## src/rtl/wake_word_posterior_listen_fsm_macros.svh

```systemverilog
// Assertion macros for the wake word listen block.
`ifndef WAKE_WORD_POSTERIOR_LISTEN_FSM_MACROS_SVH
`define WAKE_WORD_POSTERIOR_LISTEN_FSM_MACROS_SVH
`ifndef SYNTHESIS
`define WWPL_ASSERT(label, clk, rst_n, prop, msg) \
	label: assert property (@(posedge clk) disable iff (!rst_n) (prop)) else $error(msg);
`define WWPL_ASSERT_NEXT(label, clk, rst_n, ante, cons, msg) \
	label: assert property (@(posedge clk) disable iff (!rst_n) (ante) |=> (cons)) \
		else $error(msg);
`else
`define WWPL_ASSERT(label, clk, rst_n, prop, msg)
`define WWPL_ASSERT_NEXT(label, clk, rst_n, ante, cons, msg)
`endif
`endif

```

## src/rtl/wwpl_pkg.sv

```systemverilog
// Shared types and constants of the wake word listen block.
`timescale 1ns / 1ps
package wwpl_pkg;
	localparam int WINDOW_MAX  = 16;
	localparam int TIME_WIDTH  = 48;
	localparam int NUM_SLOTS   = 3;
	localparam int IDX_W       = $clog2(WINDOW_MAX);
	localparam int LEN_W       = $clog2(WINDOW_MAX + 1);
	localparam int SUM_W       = $clog2(WINDOW_MAX * 255 + 1);
	localparam int THR_W       = 8 + LEN_W;
	localparam int HOLD_W      = 16;
	localparam int CFG_IDX_W   = 3;
	localparam int CFG_DATA_W  = 32;
	localparam int QUEUE_DEPTH = 2;
	localparam int QPTR_W      = $clog2(QUEUE_DEPTH);
	localparam int QCNT_W      = $clog2(QUEUE_DEPTH + 1);

	localparam int SLOT_WAKE = 0;
	localparam int SLOT_ON   = 1;
	localparam int SLOT_OFF  = 2;

	localparam logic [7:0]  DEF_WAKE_CUTOFF = 8'd200;
	localparam logic [7:0]  DEF_CMD_CUTOFF  = 8'd200;
	localparam logic [4:0]  DEF_WAKE_LEN    = 5'd5;
	localparam logic [4:0]  DEF_CMD_LEN     = 5'd3;
	localparam logic [14:0] DEF_WARMUP      = 15'd20;
	localparam logic [14:0] DEF_COOLDOWN    = 15'd50;
	localparam logic [31:0] DEF_LISTEN_TIME = 32'd5000000;
	localparam logic [31:0] DEF_GAP_TIME    = 32'd500000;

	typedef enum logic {
		OP_BLOCK = 1'b0,
		OP_SLICE = 1'b1
	} op_t;

	typedef enum logic [2:0] {
		EV_NONE    = 3'd0,
		EV_WAKE    = 3'd1,
		EV_ON      = 3'd2,
		EV_OFF     = 3'd3,
		EV_TIMEOUT = 3'd4,
		EV_GAP     = 3'd5
	} event_t;

	typedef enum logic [CFG_IDX_W-1:0] {
		REG_WAKE_CUTOFF = 3'd0,
		REG_CMD_CUTOFF  = 3'd1,
		REG_WAKE_LEN    = 3'd2,
		REG_CMD_LEN     = 3'd3,
		REG_WARMUP      = 3'd4,
		REG_COOLDOWN    = 3'd5,
		REG_LISTEN_TIME = 3'd6,
		REG_GAP_TIME    = 3'd7
	} cfg_reg_t;

	typedef struct packed {
		op_t                             op;
		logic [TIME_WIDTH-1:0]           now;
		logic [NUM_SLOTS-1:0]            done;
		logic [NUM_SLOTS-1:0][7:0]       prob;
	} work_t;

	typedef struct packed {
		logic  push;
		work_t data;
	} q_wr_t;

	typedef struct packed {
		logic  valid;
		work_t data;
	} q_rd_t;

	typedef struct packed {
		logic [WINDOW_MAX-1:0][7:0] win;
		logic [SUM_W-1:0]           sum;
		logic [IDX_W-1:0]           idx;
		logic [HOLD_W-1:0]          hold;
		logic [7:0]                 last;
	} slot_t;

	typedef struct packed {
		slot_t s;
		logic  hit;
	} feed_t;
endpackage

```

## src/rtl/wwpl_item_if.sv

```systemverilog
// Input channel: block starts and feature slices.
`timescale 1ns / 1ps
interface wwpl_item_if;
	logic                           valid;
	logic                           ready;
	logic                           cmd;
	logic [wwpl_pkg::TIME_WIDTH-1:0] now_us;
	logic                           wake_done;
	logic [7:0]                     wake_prob;
	logic                           on_done;
	logic [7:0]                     on_prob;
	logic                           off_done;
	logic [7:0]                     off_prob;

	modport source(output valid, cmd, now_us, wake_done, wake_prob, on_done, on_prob,
		off_done, off_prob, input ready);
	modport sink(input valid, cmd, now_us, wake_done, wake_prob, on_done, on_prob,
		off_done, off_prob, output ready);
endinterface

```

## src/rtl/wwpl_res_if.sv

```systemverilog
// Output channel: detection events.
`timescale 1ns / 1ps
interface wwpl_res_if;
	logic       valid;
	logic       ready;
	logic [2:0] event_res;
	logic       listening;
	logic [7:0] hit_prob;

	modport source(output valid, event_res, listening, hit_prob, input ready);
	modport sink(input valid, event_res, listening, hit_prob, output ready);
endinterface

```

## src/rtl/wwpl_front.sv

```systemverilog
// Front end: takes input words and classifies them into queue entries.
`timescale 1ns / 1ps
module wwpl_front (
	wwpl_item_if.sink       item,
	input  logic            full,
	output wwpl_pkg::q_wr_t wr
);
	assign item.ready = !full;

	always_comb begin
		wr.push                          = item.valid && !full;
		wr.data.op                       = wwpl_pkg::op_t'(item.cmd);
		wr.data.now                      = '0;
		wr.data.done                     = '0;
		wr.data.prob                     = '0;
		unique case (wr.data.op)
			wwpl_pkg::OP_BLOCK: begin
				wr.data.now = item.now_us;
			end
			wwpl_pkg::OP_SLICE: begin
				wr.data.done[wwpl_pkg::SLOT_WAKE] = item.wake_done;
				wr.data.done[wwpl_pkg::SLOT_ON]   = item.on_done;
				wr.data.done[wwpl_pkg::SLOT_OFF]  = item.off_done;
				wr.data.prob[wwpl_pkg::SLOT_WAKE] = item.wake_prob;
				wr.data.prob[wwpl_pkg::SLOT_ON]   = item.on_prob;
				wr.data.prob[wwpl_pkg::SLOT_OFF]  = item.off_prob;
			end
			default: ;
		endcase
	end
endmodule

```

## src/rtl/wwpl_queue.sv

```systemverilog
// Short FIFO between front and back end.
`timescale 1ns / 1ps
`include "wake_word_posterior_listen_fsm_macros.svh"
module wwpl_queue (
	input  logic            clk,
	input  logic            arst_n,
	input  wwpl_pkg::q_wr_t wr,
	output logic            full,
	output wwpl_pkg::q_rd_t rd,
	input  logic            pop
);
	wwpl_pkg::work_t                   mem_q [wwpl_pkg::QUEUE_DEPTH];
	logic [wwpl_pkg::QPTR_W-1:0]       wr_ptr_q;
	logic [wwpl_pkg::QPTR_W-1:0]       rd_ptr_q;
	logic [wwpl_pkg::QCNT_W-1:0]       count_q;

	function automatic logic [wwpl_pkg::QPTR_W-1:0] next_ptr(
		input logic [wwpl_pkg::QPTR_W-1:0] p);
		return (p == wwpl_pkg::QPTR_W'(wwpl_pkg::QUEUE_DEPTH - 1)) ? '0 : p + 1'b1;
	endfunction

	assign full     = (count_q == wwpl_pkg::QCNT_W'(wwpl_pkg::QUEUE_DEPTH));
	assign rd.valid = (count_q != '0);
	assign rd.data  = mem_q[rd_ptr_q];

	always_ff @(posedge clk) begin
		if (wr.push) begin
			mem_q[wr_ptr_q] <= wr.data;
		end
	end

	always_ff @(posedge clk or negedge arst_n) begin
		if (!arst_n) begin
			wr_ptr_q <= '0;
			rd_ptr_q <= '0;
			count_q  <= '0;
		end else begin
			if (wr.push) begin
				wr_ptr_q <= next_ptr(wr_ptr_q);
			end
			if (pop) begin
				rd_ptr_q <= next_ptr(rd_ptr_q);
			end
			if (wr.push && !pop) begin
				count_q <= count_q + 1'b1;
			end else if (pop && !wr.push) begin
				count_q <= count_q - 1'b1;
			end
		end
	end

	`WWPL_ASSERT(a_count_bound, clk, arst_n, count_q <= wwpl_pkg::QCNT_W'(wwpl_pkg::QUEUE_DEPTH), "queue count over depth")
	`WWPL_ASSERT_NEXT(a_pop_drains, clk, arst_n, pop && !wr.push, count_q == $past(count_q) - 1'b1, "pop did not drain")
endmodule

```

## src/rtl/wwpl_back.sv

```systemverilog
// Back end: slot windows, listen control, config registers and result register.
`timescale 1ns / 1ps
`include "wake_word_posterior_listen_fsm_macros.svh"
module wwpl_back (
	input  logic                               clk,
	input  logic                               arst_n,
	input  wwpl_pkg::q_rd_t                    rd,
	output logic                               pop,
	input  logic                               cfg_we,
	input  logic [wwpl_pkg::CFG_IDX_W-1:0]     cfg_index,
	input  logic [wwpl_pkg::CFG_DATA_W-1:0]    cfg_data,
	wwpl_res_if.source                         res
);
	localparam int TW = wwpl_pkg::TIME_WIDTH;

	logic [7:0]            wake_cut_q;
	logic [7:0]            cmd_cut_q;
	logic [4:0]            wake_len_q;
	logic [4:0]            cmd_len_q;
	logic [14:0]           warmup_q;
	logic [14:0]           cooldown_q;
	logic [31:0]           listen_time_q;
	logic [31:0]           gap_time_q;

	wwpl_pkg::slot_t       slot_q [wwpl_pkg::NUM_SLOTS];
	wwpl_pkg::slot_t       slot_d [wwpl_pkg::NUM_SLOTS];
	logic                  listen_q;
	logic                  listen_d;
	logic [TW-1:0]         deadline_q;
	logic [TW-1:0]         deadline_d;
	logic [TW-1:0]         btime_q;
	logic [TW-1:0]         btime_d;

	logic                  res_valid_q;
	wwpl_pkg::event_t      ev_q;
	logic                  listening_q;
	logic [7:0]            hp_q;
	wwpl_pkg::event_t      ev_d;
	logic [7:0]            hp_d;

	wwpl_pkg::feed_t       f_wake;
	wwpl_pkg::feed_t       f_on;
	wwpl_pkg::feed_t       f_off;
	logic [wwpl_pkg::LEN_W-1:0] wake_len;
	logic [wwpl_pkg::LEN_W-1:0] cmd_len;
	logic [TW:0]           gap_diff;
	logic [TW:0]           dl_sum;
	logic                  end_listen;

	function automatic logic [wwpl_pkg::LEN_W-1:0] eff_len(input logic [4:0] n);
		logic [wwpl_pkg::LEN_W-1:0] r;
		if (n == '0) begin
			r = wwpl_pkg::LEN_W'(1);
		end else if (int'(n) > wwpl_pkg::WINDOW_MAX) begin
			r = wwpl_pkg::LEN_W'(wwpl_pkg::WINDOW_MAX);
		end else begin
			r = wwpl_pkg::LEN_W'(n);
		end
		return r;
	endfunction

	function automatic wwpl_pkg::slot_t cleared(input logic [14:0] load);
		wwpl_pkg::slot_t s;
		s      = '0;
		s.hold = '0 - wwpl_pkg::HOLD_W'(load);
		return s;
	endfunction

	function automatic wwpl_pkg::feed_t feed(
		input wwpl_pkg::slot_t              s,
		input logic                         done,
		input logic [7:0]                   prob,
		input logic [7:0]                   cut,
		input logic [wwpl_pkg::LEN_W-1:0]   n,
		input logic [14:0]                  cool);
		wwpl_pkg::feed_t              r;
		logic [wwpl_pkg::LEN_W-1:0]   nxt;
		logic [wwpl_pkg::IDX_W-1:0]   wi;
		logic [wwpl_pkg::THR_W-1:0]   thr;
		r.s   = s;
		r.hit = 1'b0;
		thr   = wwpl_pkg::THR_W'(cut) * wwpl_pkg::THR_W'(n);
		if (done) begin
			nxt         = wwpl_pkg::LEN_W'(s.idx) + 1'b1;
			wi          = (nxt >= n) ? '0 : nxt[wwpl_pkg::IDX_W-1:0];
			r.s.idx     = wi;
			r.s.sum     = s.sum - wwpl_pkg::SUM_W'(s.win[wi]) + wwpl_pkg::SUM_W'(prob);
			r.s.win[wi] = prob;
			r.s.last    = prob;
			if (!s.hold[wwpl_pkg::HOLD_W-1] && wwpl_pkg::THR_W'(r.s.sum) >= thr) begin
				r.hit    = 1'b1;
				r.s.win  = '0;
				r.s.sum  = '0;
				r.s.hold = '0 - wwpl_pkg::HOLD_W'(cool);
			end
		end
		if (r.s.last < cut && r.s.hold[wwpl_pkg::HOLD_W-1]) begin
			r.s.hold = r.s.hold + wwpl_pkg::HOLD_W'(1);
		end
		return r;
	endfunction

	assign wake_len = eff_len(wake_len_q);
	assign cmd_len  = eff_len(cmd_len_q);
	assign pop      = rd.valid && (!res_valid_q || res.ready);
	assign gap_diff = {1'b0, rd.data.now} - {1'b0, btime_q};
	assign dl_sum   = {1'b0, btime_q} + (TW + 1)'(listen_time_q);

	always_comb begin
		f_wake = feed(slot_q[wwpl_pkg::SLOT_WAKE], rd.data.done[wwpl_pkg::SLOT_WAKE],
			rd.data.prob[wwpl_pkg::SLOT_WAKE], wake_cut_q, wake_len, cooldown_q);
		f_on   = feed(slot_q[wwpl_pkg::SLOT_ON], rd.data.done[wwpl_pkg::SLOT_ON],
			rd.data.prob[wwpl_pkg::SLOT_ON], cmd_cut_q, cmd_len, cooldown_q);
		f_off  = feed(slot_q[wwpl_pkg::SLOT_OFF], rd.data.done[wwpl_pkg::SLOT_OFF],
			rd.data.prob[wwpl_pkg::SLOT_OFF], cmd_cut_q, cmd_len, cooldown_q);
		slot_d     = slot_q;
		listen_d   = listen_q;
		deadline_d = deadline_q;
		btime_d    = btime_q;
		ev_d       = wwpl_pkg::EV_NONE;
		hp_d       = '0;
		end_listen = 1'b0;
		unique case (rd.data.op)
			wwpl_pkg::OP_BLOCK: begin
				if (listen_q) begin
					if (rd.data.now >= deadline_q) begin
						end_listen = 1'b1;
						ev_d       = wwpl_pkg::EV_TIMEOUT;
					end
				end else if (btime_q != '0 && !gap_diff[TW] &&
					gap_diff > {1'b0, TW'(gap_time_q)}) begin
					slot_d[wwpl_pkg::SLOT_WAKE] = cleared(warmup_q);
					ev_d = wwpl_pkg::EV_GAP;
				end
				btime_d = rd.data.now;
			end
			wwpl_pkg::OP_SLICE: begin
				if (listen_q) begin
					slot_d[wwpl_pkg::SLOT_ON] = f_on.s;
					if (f_on.hit) begin
						ev_d       = wwpl_pkg::EV_ON;
						hp_d       = f_on.s.last;
						end_listen = 1'b1;
					end else begin
						slot_d[wwpl_pkg::SLOT_OFF] = f_off.s;
						if (f_off.hit) begin
							ev_d       = wwpl_pkg::EV_OFF;
							hp_d       = f_off.s.last;
							end_listen = 1'b1;
						end
					end
				end else begin
					slot_d[wwpl_pkg::SLOT_WAKE] = f_wake.s;
					if (f_wake.hit) begin
						ev_d       = wwpl_pkg::EV_WAKE;
						hp_d       = f_wake.s.last;
						listen_d   = 1'b1;
						deadline_d = dl_sum[TW] ? '1 : dl_sum[TW-1:0];
						slot_d[wwpl_pkg::SLOT_ON]  = cleared(warmup_q);
						slot_d[wwpl_pkg::SLOT_OFF] = cleared(warmup_q);
					end
				end
			end
			default: ;
		endcase
		if (end_listen) begin
			listen_d   = 1'b0;
			deadline_d = '0;
			slot_d[wwpl_pkg::SLOT_WAKE] = cleared(cooldown_q);
		end
	end

	always_ff @(posedge clk or negedge arst_n) begin
		if (!arst_n) begin
			wake_cut_q    <= wwpl_pkg::DEF_WAKE_CUTOFF;
			cmd_cut_q     <= wwpl_pkg::DEF_CMD_CUTOFF;
			wake_len_q    <= wwpl_pkg::DEF_WAKE_LEN;
			cmd_len_q     <= wwpl_pkg::DEF_CMD_LEN;
			warmup_q      <= wwpl_pkg::DEF_WARMUP;
			cooldown_q    <= wwpl_pkg::DEF_COOLDOWN;
			listen_time_q <= wwpl_pkg::DEF_LISTEN_TIME;
			gap_time_q    <= wwpl_pkg::DEF_GAP_TIME;
		end else if (cfg_we) begin
			unique case (wwpl_pkg::cfg_reg_t'(cfg_index))
				wwpl_pkg::REG_WAKE_CUTOFF: wake_cut_q    <= cfg_data[7:0];
				wwpl_pkg::REG_CMD_CUTOFF:  cmd_cut_q     <= cfg_data[7:0];
				wwpl_pkg::REG_WAKE_LEN:    wake_len_q    <= cfg_data[4:0];
				wwpl_pkg::REG_CMD_LEN:     cmd_len_q     <= cfg_data[4:0];
				wwpl_pkg::REG_WARMUP:      warmup_q      <= cfg_data[14:0];
				wwpl_pkg::REG_COOLDOWN:    cooldown_q    <= cfg_data[14:0];
				wwpl_pkg::REG_LISTEN_TIME: listen_time_q <= cfg_data[31:0];
				wwpl_pkg::REG_GAP_TIME:    gap_time_q    <= cfg_data[31:0];
				default: ;
			endcase
		end
	end

	always_ff @(posedge clk or negedge arst_n) begin
		if (!arst_n) begin
			slot_q[wwpl_pkg::SLOT_WAKE] <= cleared(wwpl_pkg::DEF_WARMUP);
			slot_q[wwpl_pkg::SLOT_ON]   <= cleared('0);
			slot_q[wwpl_pkg::SLOT_OFF]  <= cleared('0);
			listen_q    <= 1'b0;
			deadline_q  <= '0;
			btime_q     <= '0;
			res_valid_q <= 1'b0;
		end else begin
			if (pop) begin
				slot_q     <= slot_d;
				listen_q   <= listen_d;
				deadline_q <= deadline_d;
				btime_q    <= btime_d;
			end
			if (pop) begin
				res_valid_q <= 1'b1;
			end else if (res.ready) begin
				res_valid_q <= 1'b0;
			end
		end
	end

	always_ff @(posedge clk) begin
		if (pop) begin
			ev_q        <= ev_d;
			listening_q <= listen_d;
			hp_q        <= hp_d;
		end
	end

	assign res.valid     = res_valid_q;
	assign res.event_res = ev_q;
	assign res.listening = listening_q;
	assign res.hit_prob  = hp_q;

	`WWPL_ASSERT(a_wake_listens, clk, arst_n, !(res_valid_q && ev_q == wwpl_pkg::EV_WAKE) || listening_q, "wake word without listen")
	`WWPL_ASSERT(a_end_idle, clk, arst_n, !(res_valid_q && (ev_q == wwpl_pkg::EV_ON || ev_q == wwpl_pkg::EV_OFF || ev_q == wwpl_pkg::EV_TIMEOUT)) || !listening_q, "listen kept after end")
	`WWPL_ASSERT(a_hp_zero, clk, arst_n, !(res_valid_q && (ev_q == wwpl_pkg::EV_NONE || ev_q == wwpl_pkg::EV_TIMEOUT || ev_q == wwpl_pkg::EV_GAP)) || hp_q == '0, "hit prob without hit")
	`WWPL_ASSERT(a_hold_nonpos, clk, arst_n, (slot_q[0].hold[15] || slot_q[0].hold == '0) && (slot_q[1].hold[15] || slot_q[1].hold == '0) && (slot_q[2].hold[15] || slot_q[2].hold == '0), "holdoff counter positive")
endmodule

```

## src/rtl/wake_word_posterior_listen_fsm.sv

```systemverilog
// Top level of the wake word and light command detector.
// Path: an accepted word is held in the queue, then its result is registered in the back end.
// Throughput: one word per cycle while the result output is not stalled; the back end updates its slots on each pop.
// The two-entry queue lets input and output stall independently.
// Reset (arst_n low): listen mode, times, windows and sums cleared at once,
// wake holdoff loaded with minus the warmup, config registers to defaults.
`timescale 1ns / 1ps
module wake_word_posterior_listen_fsm (
	input  logic                               clk,
	input  logic                               arst_n,
	wwpl_item_if.sink                          item,
	wwpl_res_if.source                         res,
	input  logic                               cfg_we,
	input  logic [wwpl_pkg::CFG_IDX_W-1:0]     cfg_index,
	input  logic [wwpl_pkg::CFG_DATA_W-1:0]    cfg_data
);
	wwpl_pkg::q_wr_t wr;
	wwpl_pkg::q_rd_t rd;
	logic            full;
	logic            pop;

	wwpl_front u_front (
		.item (item),
		.full (full),
		.wr   (wr)
	);

	wwpl_queue u_queue (
		.clk    (clk),
		.arst_n (arst_n),
		.wr     (wr),
		.full   (full),
		.rd     (rd),
		.pop    (pop)
	);

	wwpl_back u_back (
		.clk       (clk),
		.arst_n    (arst_n),
		.rd        (rd),
		.pop       (pop),
		.cfg_we    (cfg_we),
		.cfg_index (cfg_index),
		.cfg_data  (cfg_data),
		.res       (res)
	);
endmodule

```

## src/flat_wrapper.sv

```systemverilog
// flat-port wrapper written by rule: the top's interface ports become plain ports
module wake_word_posterior_listen_fsm_flat 
  (clk, arst_n, cfg_we, cfg_index, cfg_data, item_valid, item_cmd, item_now_us, item_wake_done, item_wake_prob, item_on_done, item_on_prob, item_off_done, item_off_prob, item_ready, res_valid, res_event_res, res_listening, res_hit_prob, res_ready);
  wwpl_item_if item_i ();
  wwpl_res_if res_i ();
  input  logic clk;
  input  logic arst_n;
  input  logic cfg_we;
  input  logic [wwpl_pkg::CFG_IDX_W-1:0] cfg_index;
  input  logic [wwpl_pkg::CFG_DATA_W-1:0] cfg_data;
  input wire logic [$bits(item_i.valid)-1:0] item_valid;
  input wire logic [$bits(item_i.cmd)-1:0] item_cmd;
  input wire logic [$bits(item_i.now_us)-1:0] item_now_us;
  input wire logic [$bits(item_i.wake_done)-1:0] item_wake_done;
  input wire logic [$bits(item_i.wake_prob)-1:0] item_wake_prob;
  input wire logic [$bits(item_i.on_done)-1:0] item_on_done;
  input wire logic [$bits(item_i.on_prob)-1:0] item_on_prob;
  input wire logic [$bits(item_i.off_done)-1:0] item_off_done;
  input wire logic [$bits(item_i.off_prob)-1:0] item_off_prob;
  output wire logic [$bits(item_i.ready)-1:0] item_ready;
  output wire logic [$bits(res_i.valid)-1:0] res_valid;
  output wire logic [$bits(res_i.event_res)-1:0] res_event_res;
  output wire logic [$bits(res_i.listening)-1:0] res_listening;
  output wire logic [$bits(res_i.hit_prob)-1:0] res_hit_prob;
  input wire logic [$bits(res_i.ready)-1:0] res_ready;
  assign item_i.valid = item_valid;
  assign item_i.cmd = item_cmd;
  assign item_i.now_us = item_now_us;
  assign item_i.wake_done = item_wake_done;
  assign item_i.wake_prob = item_wake_prob;
  assign item_i.on_done = item_on_done;
  assign item_i.on_prob = item_on_prob;
  assign item_i.off_done = item_off_done;
  assign item_i.off_prob = item_off_prob;
  assign item_ready = item_i.ready;
  assign res_valid = res_i.valid;
  assign res_event_res = res_i.event_res;
  assign res_listening = res_i.listening;
  assign res_hit_prob = res_i.hit_prob;
  assign res_i.ready = res_ready;
  wake_word_posterior_listen_fsm u_core (.clk(clk), .arst_n(arst_n), .item(item_i), .res(res_i), .cfg_we(cfg_we), .cfg_index(cfg_index), .cfg_data(cfg_data));
endmodule
```

## config.mk

```make
export PLATFORM = sky130hd
export DESIGN_NAME = wake_word_posterior_listen_fsm_flat
export DESIGN_NICKNAME = d
export VERILOG_FILES = /design/src/rtl/wwpl_pkg.sv /design/src/rtl/wwpl_item_if.sv /design/src/rtl/wwpl_res_if.sv /design/src/rtl/wwpl_front.sv /design/src/rtl/wwpl_queue.sv /design/src/rtl/wwpl_back.sv /design/src/rtl/wake_word_posterior_listen_fsm.sv /design/src/flat_wrapper.sv
export VERILOG_INCLUDE_DIRS = /design/src /design/src/rtl
export SDC_FILE = /design/constraint.sdc
export NUM_CORES = 2
export LEC_CHECK = 0
export BUFFER_PORTS_ARGS = -buffer_cell sky130_fd_sc_hd__buf_2
export CAP_MARGIN = 20
export CELL_PAD_IN_SITES_DETAIL_PLACEMENT = 2
export CELL_PAD_IN_SITES_GLOBAL_PLACEMENT = 2
export CORE_MARGIN = 2
export CORE_UTILIZATION = 41
export CTS_CLUSTER_DIAMETER = 100
export CTS_CLUSTER_SIZE = 28
export DETAILED_ROUTE_END_ITERATION = 10
export PLACE_DENSITY = 0.85
export SLEW_MARGIN = 15
export SYNTH_ARGS = -nofsm -noshare
export SYNTH_HDL_FRONTEND = slang
export SYNTH_SLANG_ARGS = --single-unit
```

## constraint.sdc

```tcl
create_clock -name clk -period 10.6 [get_ports clk]
set_input_delay 3.18 -clock clk [delete_from_list [all_inputs] [get_ports clk]]
set_output_delay 3.18 -clock clk [all_outputs]
set_load 0.005 [all_outputs]
```

==> impl_summary.txt <==
----------------------------------------------------
[Worst setup path]
  Reg-to-Reg Start ... u_core.u_back.slot_q[360]
  Internal reg-to-reg setup slack ... 0.48 ns
  Data arrival time at the worst-slack endpoint ... between 10 and 15 ns
  Sort of element at the start of the critical path ... flip-flop
  Endpoint kind of the worst setup timing path ... flip-flop
  Highest-delay cell along the critical path ... sky130_fd_sc_hd__xnor2_1
  Critical Path Max Stage Delay ... ~0.48 ns
  Critical register-to-register path endpoint ... u_core.u_back.slot_q[47]
  Worst endpoint required time ... ~11 ns
  Worst R2R Path Depth ... between 40 and 50
  Highest net fanout along the worst path ... 33
  Worst setup path category ... reg2reg

[Drt]
  Drt wl/cell ... 27.0 µm
  Total number of vias ... approximately 46000
  Avg Vias per Cell ... ~6.1
  ANT nets after route ... 0
  Total length of routed wires ... roughly 200000 µm
  Residual DRC ... 0
  Count of TritonRoute iterations in the first routing pass ... 5
  Violation count after the first detailed-route iteration ... 3204

[Power and ir drop]
  Total power of the final layout ... about 0.021 W
  Internal cell power ... about 0.010 W
  Leak ... between 20 and 30 nW
  Register share of total power ... between 20% and 30%
  Clock network fraction of total power ... ~11%
  Power density over cell area ... roughly 360 nW/µm²
  Switching portion of total power ... 51.4%
  Switching power summed over all nets ... ~0.011 W
  Combinational Power Share ... roughly 66%
  Worst ir drop on vdd ... around 280 µV

[Floorplanning]
  Ports ... between 100 and 150
  Initial Util ... roughly 41%
  Die height ... 366 µm
  Width of the chip ... between 300 and 400 µm
  Floorplan row count ... about 130
  Die area ... between 100000 and 150000 µm²
  Area of the core region ... ~130000 µm²

[Global routing]
  First-pass GRT wire length ... around 310000 µm
  All-layer global routing usage ... between 20 and 30%
  Via count of the first global-routing pass ... between 50000 and 60000
  Pin count of the biggest net entering global routing ... 134
  Overall overflow remaining after global route ... 0
  Antenna violations before repair ... 13

[STA]
  Max transition margin ... 18.1%
  Setup repair after global routing missed its margin ... yes
  Hold violation count in the final report ... 0
  Max Transition Viols Final ... 0
  Total of endpoints with negative setup slack in the final report ... 0
  Crit path time final ... 10.12 ns
  Final Cycle Share ... 95.5%
  Crit path setup slack, layout ... around 0.48 ns
  Worst hold slack across all endpoints ... between 0.4 and 0.5 ns
  Highest Clock Rate ... a little under 100 MHz
  Clock Skews ... just over 0.05 ns
  Pin slew with the least headroom to its limit ... ~1.2 ns

[Clock network]
  Number of buffers created by CTS ... between 40 and 50
  CTS H-Tree Depth ... 2
  TritonCTS clock tree ... yes
  Clock Sink Count ... approximately 900
  Clock transition at the register clock pins on the worst setup and hold paths after CTS ... around 0.11 ns
  Clock tree root driver cell ... sky130_fd_sc_hd__clkbuf_16
  Clock Tree Buf Depth ... 3
  Clk_lat worst skew ... ~0.7 ns

[Synthesis]
  Share of the yosys chip area belonging to registers ... between 40% and 50%
  Main area contributors after synthesis ... sky130_fd_sc_hd__dfrtp_1 (32%), sky130_fd_sc_hd__edfxtp_1 (9.2%), sky130_fd_sc_hd__ha_1 (7.4%), sky130_fd_sc_hd__nand2_1 (5.3%), sky130_fd_sc_hd__o21ai_0 (5.3%)
  Cell accounting for the most synthesized area ... sky130_fd_sc_hd__dfrtp_1
  Warnings, synthesis ... 0
  Average cell area after synthesis ... 9.54 µm²
  Synthesized flop and latch total ... around 900
  Post-synth ARST share ... ~80%
  Post-synthesis cell count ... 5632
  Top cell type's share of synthesized area ... a little under a third
  Post-synth cell types ... 90
  Cell area after synthesis ... between 50000 and 60000 µm²
  Number of flops mapped to enable cells by yosys ... ~160
  Syn nets ... 6129
  Predominant post-synthesis flop cell ... sky130_fd_sc_hd__dfrtp_1

[Worst hold path]
  Worst Min Path Start ... u_core.u_back.deadline_q[25]
  Capture endpoint of the worst hold path ... u_core.u_back.deadline_q[25]
  WHS Path Cells ... 2
  Min-Delay Path Class ... reg2reg

[Finish]
  Most common cell after layout, fill and taps aside ... sky130_fd_sc_hd__nand2_1
  Final net count ... around 6000
  Signed area change from the synthesized netlist to the final layout ... 8.54%
  Finished Cell Area ... just under 60000 µm²
  Share of layout cells above drive strength 1 ... 11.4%
  Layout Utilization ... 44.9%
  Commonest cells after routing, fill and taps aside ... sky130_fd_sc_hd__nand2_1 (758), sky130_fd_sc_hd__dfrtp_1 (679), sky130_fd_sc_hd__o21ai_0 (568)

[Placement]
  Cell area after placement ... ~57000 µm²
  Last weighted congestion value of the routability-driven placer ... about 0.90
  Pre-CTS WS ... ~0.44 ns
  Hpwl dp ... between 100000 and 150000 µm
  Number of buffer cells added on primary ports ... ~130

[Run status]
  Status ... finished, final reports clean

[Job]
  Number of max-cap violations ... 0

----------------------------------------------------
## per-layer routing
layer  vias to the layer above  share of wire (%)  track usage [%]
met5                         -              0.046                0
li1                      20200                  -                -
met2                      1057                 50             51.1
met1                     24000                 43             38.7
met4                        14                2.8             7.56
met3                       336                4.4             3.63
## layout make-up
class | count | area (µm²)
diodes | 2 | 5.00
clock buffers | 60 | 1250
clock inverters | 22 | 362
fillers | 13900 | 71500
inverters | 359 | 1350
multi-input cells | 4143 | 28500
flip-flops and latches | 890 | 23200
well taps | 1742 | 2180
repair buffers | 234 | 1550
## cells in the mapped netlist, drive strengths merged (24+ instances only)
master	count
a211oi	45
a21o	100
a21oi	275
a221oi	31
a22o	37
a31oi	41
and2	49
and3	29
buf	39
clkbuf	202
dfrtp	683
dfstp	43
edfxtp	164
fa	62
ha	319
inv	357
mux2	210
mux2i	108
nand2	763
nand2b	34
nand3	104
nand4	49
nor2	305
nor2b	99
nor3	88
nor4	37
o21a	34
o21ai	619
o21bai	25
o221ai	37
o22ai	43
o2bb2ai	138
o31ai	24
or3	46
xnor2	118
xor2	73
## worst max-delay path: cells and delay by family (launching register included)
kind	cells	cell delay [ns]
AOI/OAI and AO/OA	19	3.95
adders and majority gates	6	1.82
and+or+nand+nor	9	1.73
buffers and inverters	5	1.37
xor gates and xnor gates	2	0.66
DFF	1	0.43
## state kept, by name (all words and copies together), names as in the netlist, 15 cells and up
signal / cells
u_core.u_back.gap_time_q: 32
u_core.u_back.cooldown_q: 15
u_core.u_back.listen_time_q: 32
u_core.u_back.btime_q: 48
u_core.u_back.slot_q: 504
u_core.u_back.deadline_q: 48
u_core.u_queue.mem_q: 152
u_core.u_back.warmup_q: 15
## worst max-delay path by stage
stage                                      from                   endpoint  slack (ns)  cells after the start
global placement     u_core.u_back.cmd_len_q[1]  u_core.u_back.slot_q[389]        0.49                     40
CTS                 u_core.u_back.wake_len_q[2]   u_core.u_back.slot_q[47]        0.14                     43
detailed placement   u_core.u_back.cmd_len_q[1]  u_core.u_back.slot_q[483]        0.44                     43
global route          u_core.u_back.slot_q[360]  u_core.u_back.slot_q[104]       -0.08                     41
floorplan              u_core.u_back.slot_q[24]   u_core.u_back.slot_q[22]        1.58                     40
finish                u_core.u_back.slot_q[360]   u_core.u_back.slot_q[47]        0.48                     41
## power groups by stage
stage	clock network [W]	registers [W]	logic, W
6_report	0.00231	0.00479	0.0137
5_1_grt	0.00247	0.00486	0.0150
4_1_cts	0.00235	0.00478	0.0135
3_5_place_dp	0	0.00484	0.0132
3_3_place_gp	0	0.00477	0.0123
2_1_floorplan	0	0.00458	0.00909
## cells by family after synthesis
group	Yosys count	synth area share (%)
adders and majority gates	381	9.74
and+or+nand+nor	1650	14.0
DFF	890	43.1
AOI/OAI and AO/OA	1597	19.2
xor gates and xnor gates	191	3.11
buffers and inverters	600	4.26
muxes	323	6.62
## what timing repair did
action	4_1_cts	5_1_grt
setup buffers	0	1
resized for setup	0	18
endpoints found under the setup margin	0	437
hold buffers	0	0
## per-stage QoR
stage          TNS (ns)  instances
5_1_grt           -1.54       7450
3_5_place_dp          0       7362
6_report              0       7452
2_1_floorplan         0       5632
4_1_cts               0       7444
3_3_place_gp          0       7361
No activity file was read; power rests on OpenSTA's default activity.
